==> config.mk <==
export PLATFORM = sky130hd
export DESIGN_NAME = fifo_token_admission_arbiter_top
export DESIGN_NICKNAME = d
export VERILOG_FILES = /design/src/sv/fta_pkg.sv /design/src/sv/fifo_token_admission_arbiter_top.sv /design/src/sv/fta_ctrl.sv /design/src/sv/fta_datapath.sv
export SDC_FILE = /design/constraint.sdc
export NUM_CORES = 1
export LEC_CHECK = 0
export BUFFER_PORTS_ARGS = -buffer_cell sky130_fd_sc_hd__buf_2
export CORE_MARGIN = 4
export CORE_UTILIZATION = 63
export DETAILED_ROUTE_END_ITERATION = 12
export GPL_ROUTABILITY_DRIVEN = 0
export PLACE_DENSITY_LB_ADDON = 0.1
export SLEW_MARGIN = 5
export SYNTH_ARGS = -nofsm -noshare
export SYNTH_HDL_FRONTEND = slang
export SYNTH_SLANG_ARGS = --single-unit
==> constraint.sdc <==
create_clock -name clock -period 5.1 [get_ports clock]
set_input_delay 0.51 -clock clock [delete_from_list [all_inputs] [get_ports clock]]
set_output_delay 0.51 -clock clock [all_outputs]
set_load 0.03 [all_outputs]
==> src/sv/fta_pkg.sv <==
// ---------------------------------------------------------------------------
// fta_pkg: shared types and constants for the token admission arbiter
// Sizes of the holder set and the wait queue, opcode and state encodings,
// and the command and status bundles between controller and datapath.
// ---------------------------------------------------------------------------
package fta_pkg;

   // Storage sizes
   localparam int ACTIVE_SLOTS = 8;
   localparam int QUEUE_DEPTH  = 16;
   localparam int ID_BITS      = 6;

   // Derived widths
   localparam int SLOT_IDX_W = (ACTIVE_SLOTS > 1) ? $clog2(ACTIVE_SLOTS) : 1;
   localparam int CNT_W      = $clog2(ACTIVE_SLOTS + 1);
   localparam int QIDX_W     = $clog2(QUEUE_DEPTH);
   localparam int QLEN_W     = $clog2(QUEUE_DEPTH + 1);
   localparam int CFG_W      = 4;
   localparam int CMP_W      = (CNT_W > CFG_W) ? CNT_W : CFG_W;

   // Fixed field widths of the stream words
   localparam int ACT_FIELD_W  = 4;
   localparam int WAIT_FIELD_W = 5;
   localparam int REQ_DATA_W   = 8;
   localparam int RSP_DATA_W   = 16;

   localparam logic [CFG_W-1:0] MAX_CONCURRENT_RESET = CFG_W'(2);

   typedef enum logic {
      OP_REQUEST = 1'b0,
      OP_RELEASE = 1'b1
   } fta_op_type;

   typedef enum logic [1:0] {
      ST_IDLE,
      ST_LOOKUP,
      ST_COMMIT
   } fta_state_type;

   // Controller to datapath
   typedef struct packed {
      logic capture;
      logic lookup;
      logic commit;
   } fta_cmd_type;

   // Datapath to controller
   typedef struct packed {
      logic out_busy;
   } fta_status_type;

endpackage

==> src/sv/fifo_token_admission_arbiter_top.sv <==
// ---------------------------------------------------------------------------
// fifo_token_admission_arbiter_top: counting semaphore with FIFO fairness
// Each word goes through capture, a parallel search of the eight
// holder slots and sixteen queue entries, and a commit that grants, queues
// or releases and loads the result register. A new word is taken once the
// previous one has committed; the commit waits while an earlier result has
// not yet been taken at the output, so one result can wait there while the
// next word is searched. csr_we writes max_concurrent (reset value 2; zero
// acts as one) and must only be used while no word is in flight.
// ---------------------------------------------------------------------------
module fifo_token_admission_arbiter_top
   import fta_pkg::*;
(
   input  logic                  clock,
   input  logic                  reset,
   input  logic                  csr_we,
   input  logic [CFG_W-1:0]      csr_wdata,    // max_concurrent
   input  logic                  req_tvalid,
   output logic                  req_tready,
   input  logic [REQ_DATA_W-1:0] req_tdata,    // [5:0] requester_id, rest zero
   input  logic                  req_tuser,    // [0] opcode: 0 request, 1 release
   output logic                  rsp_tvalid,
   input  logic                  rsp_tready,
   output logic [RSP_DATA_W-1:0] rsp_tdata     // [0] granted, [4:1] active_count,
                                               // [9:5] waiting_count,
                                               // [10] queue_overflow, rest zero
);

   fta_cmd_type    cmd;
   fta_status_type status;

   // Sequencer
   fta_ctrl u_ctrl (
      .clock      (clock),
      .reset      (reset),
      .req_tvalid (req_tvalid),
      .req_tready (req_tready),
      .status     (status),
      .cmd        (cmd)
   );

   // Holder set, queue and result
   fta_datapath u_datapath (
      .clock      (clock),
      .reset      (reset),
      .cmd        (cmd),
      .status     (status),
      .csr_we     (csr_we),
      .csr_wdata  (csr_wdata),
      .req_tdata  (req_tdata),
      .req_tuser  (req_tuser),
      .rsp_tvalid (rsp_tvalid),
      .rsp_tready (rsp_tready),
      .rsp_tdata  (rsp_tdata)
   );

   // One word in flight at a time
   a_busy_after_accept: assert property (@(posedge clock) disable iff (reset)
      (req_tvalid && req_tready) |=> !req_tready)
      else $error("input taken again while a word is in flight");

   // A grant and an overflow never come together
   a_grant_xor_overflow: assert property (@(posedge clock) disable iff (reset)
      rsp_tvalid |-> !(rsp_tdata[0] && rsp_tdata[10]))
      else $error("result both granted and overflowed");

   // Holder and queue counts stay within their storage
   a_counts_in_range: assert property (@(posedge clock) disable iff (reset)
      rsp_tvalid |-> ((rsp_tdata[4:1] <= ACT_FIELD_W'(ACTIVE_SLOTS))
                      && (rsp_tdata[9:5] <= WAIT_FIELD_W'(QUEUE_DEPTH))))
      else $error("holder or queue count out of range");

   // A result appears only after the commit of an accepted word
   a_result_after_commit: assert property (@(posedge clock) disable iff (reset)
      $rose(rsp_tvalid) |-> $past(cmd.commit))
      else $error("result without a commit");

endmodule

==> src/sv/fta_ctrl.sv <==
// ---------------------------------------------------------------------------
// fta_ctrl: sequencer for the token admission arbiter
// Steps each accepted word through capture, lookup and commit, and holds
// the commit while the previous result still waits at the output.
// ---------------------------------------------------------------------------
module fta_ctrl
   import fta_pkg::*;
(
   input  logic           clock,
   input  logic           reset,
   input  logic           req_tvalid,
   output logic           req_tready,
   input  fta_status_type status,
   output fta_cmd_type    cmd
);

   fta_state_type state_ff;
   fta_state_type state_in;

   // State register
   always_ff @(posedge clock) begin
      if (reset) begin
         state_ff <= ST_IDLE;
      end else begin
         state_ff <= state_in;
      end
   end

   // Next state and commands
   always_comb begin
      state_in    = state_ff;
      req_tready  = 1'b0;
      cmd.capture = 1'b0;
      cmd.lookup  = 1'b0;
      cmd.commit  = 1'b0;
      case (state_ff)
         ST_IDLE: begin
            req_tready = 1'b1;
            if (req_tvalid) begin
               cmd.capture = 1'b1;
               state_in    = ST_LOOKUP;
            end
         end
         ST_LOOKUP: begin
            cmd.lookup = 1'b1;
            state_in   = ST_COMMIT;
         end
         ST_COMMIT: begin
            if (!status.out_busy) begin
               cmd.commit = 1'b1;
               state_in   = ST_IDLE;
            end
         end
         default: begin
            state_in = ST_IDLE;
         end
      endcase
   end

endmodule

==> src/sv/fta_datapath.sv <==
// ---------------------------------------------------------------------------
// fta_datapath: holder set, wait queue and result register
// Searches the holder slots and the queue for the captured id, then applies
// the grant, enqueue or release and loads the result word.
// ---------------------------------------------------------------------------
module fta_datapath
   import fta_pkg::*;
(
   input  logic                  clock,
   input  logic                  reset,
   input  fta_cmd_type           cmd,
   output fta_status_type        status,
   input  logic                  csr_we,
   input  logic [CFG_W-1:0]      csr_wdata,
   input  logic [REQ_DATA_W-1:0] req_tdata,
   input  logic                  req_tuser,
   output logic                  rsp_tvalid,
   input  logic                  rsp_tready,
   output logic [RSP_DATA_W-1:0] rsp_tdata
);

   // Captured word
   fta_op_type           op_ff;
   logic [ID_BITS-1:0]   id_ff;

   // Holder set and wait queue
   logic [ID_BITS-1:0]      holder_id_ff [ACTIVE_SLOTS];
   logic [ACTIVE_SLOTS-1:0] holder_valid_ff;
   logic [ID_BITS-1:0]      queue_ff [QUEUE_DEPTH];
   logic [QLEN_W-1:0]       qlen_ff;
   logic [CFG_W-1:0]        max_concurrent_ff;

   // Lookup results
   logic [ACTIVE_SLOTS-1:0] hit_mask_ff, hit_mask_in;
   logic                    queued_ff, queued_in;
   logic [QIDX_W-1:0]       qpos_ff, qpos_in;
   logic [CNT_W-1:0]        hcount_ff, hcount_in;
   logic [SLOT_IDX_W-1:0]   free_idx_ff, free_idx_in;

   // Result register
   logic                    rsp_valid_ff;
   logic [RSP_DATA_W-1:0]   rsp_data_ff, rsp_data_in;

   // Commit decisions
   logic              is_release;
   logic              holder_hit;
   logic              limit_ok;
   logic              slot_ok;
   logic              head_match;
   logic              overflow;
   logic              grant_new;
   logic              granted;
   logic              do_remove;
   logic              do_append;
   logic              release_slot;
   logic [CMP_W-1:0]  limit;
   logic [CNT_W-1:0]  hcount_new;
   logic [QLEN_W-1:0] qlen_new;

   assign status.out_busy = rsp_valid_ff && !rsp_tready;
   assign rsp_tvalid      = rsp_valid_ff;
   assign rsp_tdata       = rsp_data_ff;

   // Configuration register
   always_ff @(posedge clock) begin
      if (reset) begin
         max_concurrent_ff <= MAX_CONCURRENT_RESET;
      end else if (csr_we) begin
         max_concurrent_ff <= csr_wdata;
      end
   end

   // Capture the incoming word
   always_ff @(posedge clock) begin
      if (cmd.capture) begin
         op_ff <= fta_op_type'(req_tuser);
         id_ff <= req_tdata[ID_BITS-1:0];
      end
   end

   // Search holder slots and queue entries in parallel
   always_comb begin
      queued_in   = 1'b0;
      qpos_in     = '0;
      free_idx_in = '0;
      for (int i = 0; i < ACTIVE_SLOTS; i++) begin
         hit_mask_in[i] = holder_valid_ff[i] && (holder_id_ff[i] == id_ff);
      end
      for (int i = QUEUE_DEPTH - 1; i >= 0; i--) begin
         if ((QLEN_W'(i) < qlen_ff) && (queue_ff[i] == id_ff)) begin
            queued_in = 1'b1;
            qpos_in   = QIDX_W'(i);
         end
      end
      for (int i = ACTIVE_SLOTS - 1; i >= 0; i--) begin
         if (!holder_valid_ff[i]) begin
            free_idx_in = SLOT_IDX_W'(i);
         end
      end
      hcount_in = CNT_W'($countones(holder_valid_ff));
   end

   always_ff @(posedge clock) begin
      if (cmd.lookup) begin
         hit_mask_ff <= hit_mask_in;
         queued_ff   <= queued_in;
         qpos_ff     <= qpos_in;
         hcount_ff   <= hcount_in;
         free_idx_ff <= free_idx_in;
      end
   end

   // Decide the outcome from the lookup
   always_comb begin
      is_release   = (op_ff == OP_RELEASE);
      holder_hit   = |hit_mask_ff;
      limit        = (max_concurrent_ff == '0) ? CMP_W'(1) : CMP_W'(max_concurrent_ff);
      limit_ok     = CMP_W'(hcount_ff) < limit;
      slot_ok      = hcount_ff < CNT_W'(ACTIVE_SLOTS);
      head_match   = queued_ff ? (qpos_ff == '0) : (qlen_ff == '0);
      overflow     = !is_release && !holder_hit && !queued_ff
                     && (qlen_ff == QLEN_W'(QUEUE_DEPTH));
      grant_new    = !is_release && !holder_hit && !overflow
                     && head_match && limit_ok && slot_ok;
      granted      = (!is_release && holder_hit) || grant_new;
      do_remove    = queued_ff && (is_release || grant_new);
      do_append    = !is_release && !holder_hit && !overflow && !queued_ff && !grant_new;
      release_slot = is_release && holder_hit;
      hcount_new   = hcount_ff + CNT_W'(grant_new) - CNT_W'(release_slot);
      qlen_new     = qlen_ff - QLEN_W'(do_remove) + QLEN_W'(do_append);
      rsp_data_in  = '0;
      rsp_data_in[0]                       = granted;
      rsp_data_in[ACT_FIELD_W:1]           = ACT_FIELD_W'(hcount_new);
      rsp_data_in[ACT_FIELD_W+WAIT_FIELD_W:ACT_FIELD_W+1] = WAIT_FIELD_W'(qlen_new);
      rsp_data_in[ACT_FIELD_W+WAIT_FIELD_W+1]             = overflow;
   end

   // Update holder valid bits and queue length
   always_ff @(posedge clock) begin
      if (reset) begin
         holder_valid_ff <= '0;
         qlen_ff         <= '0;
      end else if (cmd.commit) begin
         qlen_ff <= qlen_new;
         if (release_slot) begin
            holder_valid_ff <= holder_valid_ff & ~hit_mask_ff;
         end else if (grant_new) begin
            holder_valid_ff[free_idx_ff] <= 1'b1;
         end
      end
   end

   // Update holder ids
   always_ff @(posedge clock) begin
      if (cmd.commit && grant_new) begin
         holder_id_ff[free_idx_ff] <= id_ff;
      end
   end

   // Compact the queue on removal, append at the tail otherwise
   always_ff @(posedge clock) begin
      if (cmd.commit) begin
         for (int i = 0; i < QUEUE_DEPTH; i++) begin
            if (do_remove && (QIDX_W'(i) >= qpos_ff) && (i < QUEUE_DEPTH - 1)) begin
               queue_ff[i] <= queue_ff[QIDX_W'(i + 1)];
            end else if (do_append && (QLEN_W'(i) == qlen_ff)) begin
               queue_ff[i] <= id_ff;
            end
         end
      end
   end

   // Result register
   always_ff @(posedge clock) begin
      if (reset) begin
         rsp_valid_ff <= 1'b0;
      end else if (cmd.commit) begin
         rsp_valid_ff <= 1'b1;
      end else if (rsp_tready) begin
         rsp_valid_ff <= 1'b0;
      end
   end

   always_ff @(posedge clock) begin
      if (cmd.commit) begin
         rsp_data_ff <= rsp_data_in;
      end
   end

endmodule
==> results of run 1 <==
[worst register-to-register path, stage by stage (launching register included)]
cell,delay [ns]
dfxtp_1,0.40
inv_1,0.28
ha_1,0.24
nor4b_2,0.25
mux2i_1,0.13
or3_1,0.32
a21o_1,0.28
or2_4,0.33
inv_6,0.12
o21ai_0,0.13
inv_1,0.10
ha_1,0.23
inv_1,0.06
ha_1,0.16
inv_1,0.06
fa_1,0.43
nor2_1,0.12
nor2_1,0.05
nor2_1,0.11
nor2_1,0.07
xor2_1,0.15
o211a_1,0.22
[where the power goes]
part	total [W]	internal, W	leakage, nW	switching, W
logic	0.000230	0.0000842	2.07	0.000146
registers	0.00185	0.00182	1.82	0.0000328
clock network	0.00141	0.000821	0.301	0.000586
[through the flow]
| stage | power (W) | setup slack [ns] | instances |
|---|---|---|---|
| 4_1_cts | 0.00351 | 0.807 | 1072 |
| 6_report | 0.00349 | 0.741 | 1072 |
| 3_5_place_dp | 0.00211 | 0.828 | 1037 |
| 3_3_place_gp | 0.00210 | 0.971 | 1037 |
| 2_1_floorplan | 0.00205 | 1.40 | 823 |
| 5_1_grt | 0.00361 | 0.467 | 1072 |
[layout make-up]
cell class / instances / area share
tap: 220 / 0.0237
clock buffer: 30 / 0.0491
multi-input combinational: 540 / 0.386
clock inverter: 5 / 0.00410
inverter: 35 / 0.0118
timing repair buffer: 40 / 0.0198
sequential: 202 / 0.506
[metal layers]
metal | GRT usage | wire length (um) | part of all wire | vias up
met4 | 0.0437 | 374 | 0.018 | 0
met5 | 0 | 0 | 0 | -
met1 | 0.346 | 10300 | 0.48 | 3202
met2 | 0.344 | 9520 | 0.45 | 176
met3 | 0.0352 | 1160 | 0.054 | 30
li1 | - | - | - | 3058
[logic make-up (layout without fill, tap and decap cells)]
kind of cell	after synthesis	count (layout)	synth area share
and+or+nand+nor	179	179	0.0983
adders and majority gates	34	34	0.0440
other	1	5	0.000351
AOI/OAI and AO/OA	78	78	0.0529
xor gates and xnor gates	150	150	0.123
muxes	94	94	0.0986
buffers and inverters	81	110	0.0338
DFF	202	202	0.549
[synth_stat cells, types with 13 or more instances]
master    number  share of area
nand2_1       25         0.0088
nor2b_1       13         0.0076
nand4_1       28          0.016
dfxtp_1       20          0.037
nor4_1        27          0.016
edfxtp_1     182           0.51
ha_1          28          0.033
xnor2_1       53          0.043
xor2_1        97          0.080
nor2_1        25         0.0088
clkbuf_1      19         0.0067
buf_2         14         0.0066
inv_1         33          0.012
mux2_2        90          0.095
[worst max path at each step]
stage	slack, ns	from	endpoint
2_1_floorplan	1.40	u_datapath.qlen_ff[2]$_SDFFE_PP0P_	u_datapath.qlen_ff[4]$_SDFFE_PP0P_
6_report	0.74	u_datapath.qlen_ff[2]$_SDFFE_PP0P_	u_datapath.qlen_ff[4]$_SDFFE_PP0P_
5_1_grt	0.47	u_datapath.qlen_ff[2]$_SDFFE_PP0P_	u_datapath.qlen_ff[4]$_SDFFE_PP0P_
4_1_cts	0.81	u_datapath.qlen_ff[2]$_SDFFE_PP0P_	u_datapath.qlen_ff[4]$_SDFFE_PP0P_
3_3_place_gp	0.97	u_datapath.qlen_ff[2]$_SDFFE_PP0P_	u_datapath.qlen_ff[4]$_SDFFE_PP0P_
3_5_place_dp	0.83	u_datapath.qlen_ff[2]$_SDFFE_PP0P_	u_datapath.qlen_ff[4]$_SDFFE_PP0P_
[flip-flops by register name, summed over array words and instances (netlist names), 2 cells and up]
| signal | cells |
|---|---|
| u_datapath.queue_ff | 96 |
| u_datapath.holder_id_ff | 48 |
| u_datapath.rsp_tdata | 11 |
| u_datapath.hit_mask_ff | 8 |
| u_datapath.holder_valid_ff | 8 |
| u_datapath.id_ff | 6 |
| u_datapath.qlen_ff | 5 |
| u_datapath.hcount_ff | 4 |
| u_datapath.max_concurrent_ff | 4 |
| u_datapath.qpos_ff | 4 |
| u_datapath.free_idx_ff | 3 |
| u_ctrl.state_ff | 2 |
==> impl_metrics.ini, run 1 <==
[status]
status = finished, final reports clean

[floorplan]
dieArea_um2 = 19100
start_util = 0.644
die_y_um = 138
coreArea_um2 = 16600
ios = 36
die_w_um = 138
fp-row-count = 47

[worst_setup_path]
crit_path_start_kind = flip-flop
cp_max_fo = 10
regToRegEndpoint = u_datapath.qlen_ff[4]$_SDFFE_PP0P_
r2r_slack_ns = 0.74
critPathMaxStageDelay_ns = 0.43
cp_num_cells = 21
worstPathCellList = inv_1 -> ha_1 -> nor4b_2 -> mux2i_1 -> or3_1 -> a21o_1 -> or2_4 -> inv_6 -> o21ai_0 -> inv_1 -> ha_1 -> inv_1 -> ha_1 -> inv_1 -> fa_1 -> nor2_1 -> nor2_1 -> nor2_1 -> nor2_1 -> xor2_1 -> o211a_1
cp_slowest_cell = fa_1
criticalPathCategory = flip-flop to flip-flop
cp-end-kind = flip-flop
rr_worst_depth = 21
critPathRequiredTime_ns = 5.48
worstReg2RegStart = u_datapath.qlen_ff[2]$_SDFFE_PP0P_
crit_arrival_ns = 4.74
critPathBufInv = 5
critPathTopFamily = simple AND/OR/NAND/NOR gates

[sta]
max_clock_freq_mhz = 229
fin_worst_skew_ns = 0.00766
final-max-slew-violation-count = 0
holdWs_ns = 0.200
rsz0062_at_grt = false
slew-limit-headroom = 0.154
setup_viol = 0
worst_slew_pin_slew_ns = 1.26
finalSetupTns_ns = 0
final_hold_viol_count = 0
period_share = 0.855
min_period_ns = 4.36

[global_route]
grt_pass1_vias = 6511
globalRouteOverflowTotal = 0
grt_usage = 0.225
grt_antenna_before_repair = 0
grt_max_degree = 47
grt_pass1_wl_um = 35300

[synthesis]
synth_top_flop_cell = edfxtp_1
synth_warnings = 0
ys_ff_latch = 202
ys_types = 63
syn_inst = 819
ys_seq_area_frac = 0.549
async_flop_share = 0
syn-cell-area_um2 = 10700
synth-edff-count = 182
syn-mean-instance-area_um2 = 13.0

[cells_and_area]
n_antenna_cell = 0
finish.utilization = 0.699
fin_area_um2 = 11600
multiInputGateArea_um2 = 4470
n_fill_cell = 1165
syn_to_final_growth_pct = 8.56
final_cell_mix = edfxtp_1, xor2_1, mux2_2, xnor2_1, inv_1
final_common_cell = edfxtp_1
drive_gt1_frac = 0.197
seqCellArea_um2 = 5870
nets = 892

[placement]
place_hpwl_um = 15000
portBuffers = 28
place_area_um2 = 11000

[clocking]
ctsResizeCount = 0
post-cts-setup-buffers = 0
h-tree-depth = 1
clockRootBuffer = clkbuf_16
clkSlewWorstSetupHoldPaths_ns = 0.06
clock_path_buffers = 3
cts-buffers-inserted = 21
tritoncts = done
clk_latency_ns = 0.48
cts_hold_buffers = 0
cts_sinks = 202

[detailed_routing]
drt-initial-drc-count = 595
drtPass1Iterations = 5
vias = 6466
drtAntennaViolNets = 0
drc = 0
wl_per_cell_um = 19.9
viasPerCell = 6.03
routed_wl_um = 21400

[power_and_ir_drop]
ir_worst_vdd_uv = 310
power_density_nw_per_um2 = 301
power_leakage_nw = 4.19

[worst_hold_path]
hold_depth = 1
hold_path_class = input pin to flip-flop
hold_end = u_datapath.id_ff[4]$_DFFE_PP_
hold_path_startpoint = req_tdata[4]

[flow_run]
cap_viol_max_count = 0
Note: power is estimated with default switching activity, not from simulation.
==> run 2: changes to the inputs <==
--- a/config.mk
+++ b/config.mk
@@ -7,7 +7,7 @@
 export LEC_CHECK = 0
 export BUFFER_PORTS_ARGS = -buffer_cell sky130_fd_sc_hd__buf_2
 export CORE_MARGIN = 4
-export CORE_UTILIZATION = 63
+export CORE_UTILIZATION = 65
 export DETAILED_ROUTE_END_ITERATION = 12
 export GPL_ROUTABILITY_DRIVEN = 0
 export PLACE_DENSITY_LB_ADDON = 0.1
==> constraint.sdc (replaced) <==
create_clock -name clock -period 5.2 [get_ports clock]
set_input_delay 0.52 -clock clock [delete_from_list [all_inputs] [get_ports clock]]
set_output_delay 0.52 -clock clock [all_outputs]
set_load 0.03 [all_outputs]
==> run 2 against run 1 <==
Compared with the run above: design area increased by 0.55%; clock skew increased by 0.0061 ns; combinational power about the same; global-route usage increased by 2.3 points; cell count did not move; clock power grew 6%; setup slack gained 0.046 ns; via count grew 2.6%.
==> impl_metrics.ini, run 2 (same netlist as run 1, synthesis figures left out) <==
[status]
status = finished, final reports clean

[global_route]
grt_antenna_before_repair = 0
grt_usage = 0.248
grt_pass1_wl_um = 36000
grt_max_degree = 49
grt_pass1_vias = 6830
globalRouteOverflowTotal = 0

[clocking]
cts_sinks = 202
h-tree-depth = 1
cts-buffers-inserted = 22
cts_hold_buffers = 0
tritoncts = done
clkSlewWorstSetupHoldPaths_ns = 0.06
clockRootBuffer = clkbuf_16
clk_latency_ns = 0.50
post-cts-setup-buffers = 0
clock_path_buffers = 3
ctsResizeCount = 0

[floorplan]
coreArea_um2 = 16000
dieArea_um2 = 18600
die_y_um = 136
ios = 36
start_util = 0.668
fp-row-count = 46
die_w_um = 136

[sta]
slew-limit-headroom = 0.140
worst_slew_pin_slew_ns = 1.28
timing.final.ws_setup_ns = 0.788
min_period_ns = 4.41
final-max-slew-violation-count = 0
holdWs_ns = 0.195
period_share = 0.849
finalSetupTns_ns = 0
max_clock_freq_mhz = 227
rsz0062_at_grt = false
fin_worst_skew_ns = 0.0138
final_hold_viol_count = 0
setup_viol = 0

[cells_and_area]
n_antenna_cell = 0
final_common_cell = edfxtp_1
top_regs = u_datapath.queue_ff (96), u_datapath.holder_id_ff (48), u_datapath.rsp_tdata (11)
drive_gt1_frac = 0.203
final_cell_mix = edfxtp_1, xor2_1, mux2_2, xnor2_1, inv_1
nets = 892
fin_area_um2 = 11700
syn_to_final_growth_pct = 9.16
n_fill_cell = 1101
largest_reg_flops = 96
top_register = u_datapath.queue_ff

[worst_setup_path]
criticalPathCategory = flip-flop to flip-flop
cp-end-kind = flip-flop
crit_path_start_kind = flip-flop
crit_arrival_ns = 4.80
regToRegEndpoint = u_datapath.qlen_ff[4]$_SDFFE_PP0P_
critPathRequiredTime_ns = 5.59
worstReg2RegStart = u_datapath.qlen_ff[2]$_SDFFE_PP0P_
r2r_slack_ns = 0.79
rr_worst_depth = 21
cp_max_fo = 10

[detailed_routing]
vias = 6634
drt-initial-drc-count = 583
drtAntennaViolNets = 0
viasPerCell = 6.19
routed_wl_um = 22300
wl_per_cell_um = 20.8
drc = 0
drtPass1Iterations = 5

[power_and_ir_drop]
ir_worst_vdd_uv = 252
power_density_nw_per_um2 = 303
power.total_w = 0.00353
power_leakage_nw = 4.23

[worst_hold_path]
hold_path_startpoint = req_tdata[3]
hold_depth = 1
hold_path_class = input pin to flip-flop
hold_end = u_datapath.id_ff[3]$_DFFE_PP_

[placement]
pre_cts_ws_ns = 0.922
place_area_um2 = 11000
place_hpwl_um = 15200
portBuffers = 28

[flow_run]
cap_viol_max_count = 0
run 2: stage by stage:
step,cells,utilization
after global routing,1072,0.729
final,1072,0.729
after floorplan,823,-
after global placement,1032,0.686
after CTS,1072,0.729
after detailed placement,1032,0.686
run 2: power by group:
group,leakage [nW],internal (W),switching [W]
Combinational,2.07,0.0000825,0.000147
Clock,0.346,0.000884,0.000605
Sequential,1.82,0.00178,0.0000339
Total,4.23,0.00275,0.000786
run 2: area by class of cell:
class,count,area [um2],area share
inverter,35,136,0.0117
sequential,202,5870,0.503
clock inverter,10,71.3,0.00612
timing repair buffer,39,223,0.0191
clock buffer,30,622,0.0533
tap,216,270,0.0232
multi-input combinational,540,4470,0.384
run 2: worst max path at each step:
stage                                       startpoint                            endpoint  slack, ns  depth (start not counted)
finish              u_datapath.qlen_ff[2]$_SDFFE_PP0P_  u_datapath.qlen_ff[4]$_SDFFE_PP0P_       0.79                         21
floorplan           u_datapath.qlen_ff[2]$_SDFFE_PP0P_  u_datapath.qlen_ff[4]$_SDFFE_PP0P_       1.50                         22
global placement    u_datapath.qlen_ff[2]$_SDFFE_PP0P_  u_datapath.qlen_ff[4]$_SDFFE_PP0P_       1.03                         21
CTS                 u_datapath.qlen_ff[2]$_SDFFE_PP0P_  u_datapath.qlen_ff[4]$_SDFFE_PP0P_       0.85                         21
detailed placement  u_datapath.qlen_ff[2]$_SDFFE_PP0P_  u_datapath.qlen_ff[4]$_SDFFE_PP0P_       0.92                         21
global route        u_datapath.qlen_ff[2]$_SDFFE_PP0P_  u_datapath.qlen_ff[4]$_SDFFE_PP0P_       0.52                         21
run 2: worst max-delay path: stages (launching register included):
cell and delay [ns]:
dfxtp_1 0.40, inv_1 0.29, ha_1 0.25, nor4b_2 0.28
mux2i_1 0.15, or3_1 0.32, a21o_1 0.30, or2_4 0.34
inv_6 0.12, o21ai_0 0.11, inv_1 0.10, ha_1 0.23
inv_1 0.08, ha_1 0.16, inv_1 0.06, fa_1 0.43
nor2_1 0.11, nor2_1 0.05, nor2_1 0.10, nor2_1 0.06
xor2_1 0.15, o211a_1 0.22
run 2: metal layers:
layer / share of wire / GRT usage / vias to the layer above
met5: 0 / 0 / -
met4: 0.022 / 0.0622 / 0
met3: 0.066 / 0.0411 / 50
met2: 0.48 / 0.403 / 245
met1: 0.44 / 0.351 / 3284
li1: - / - / 3055
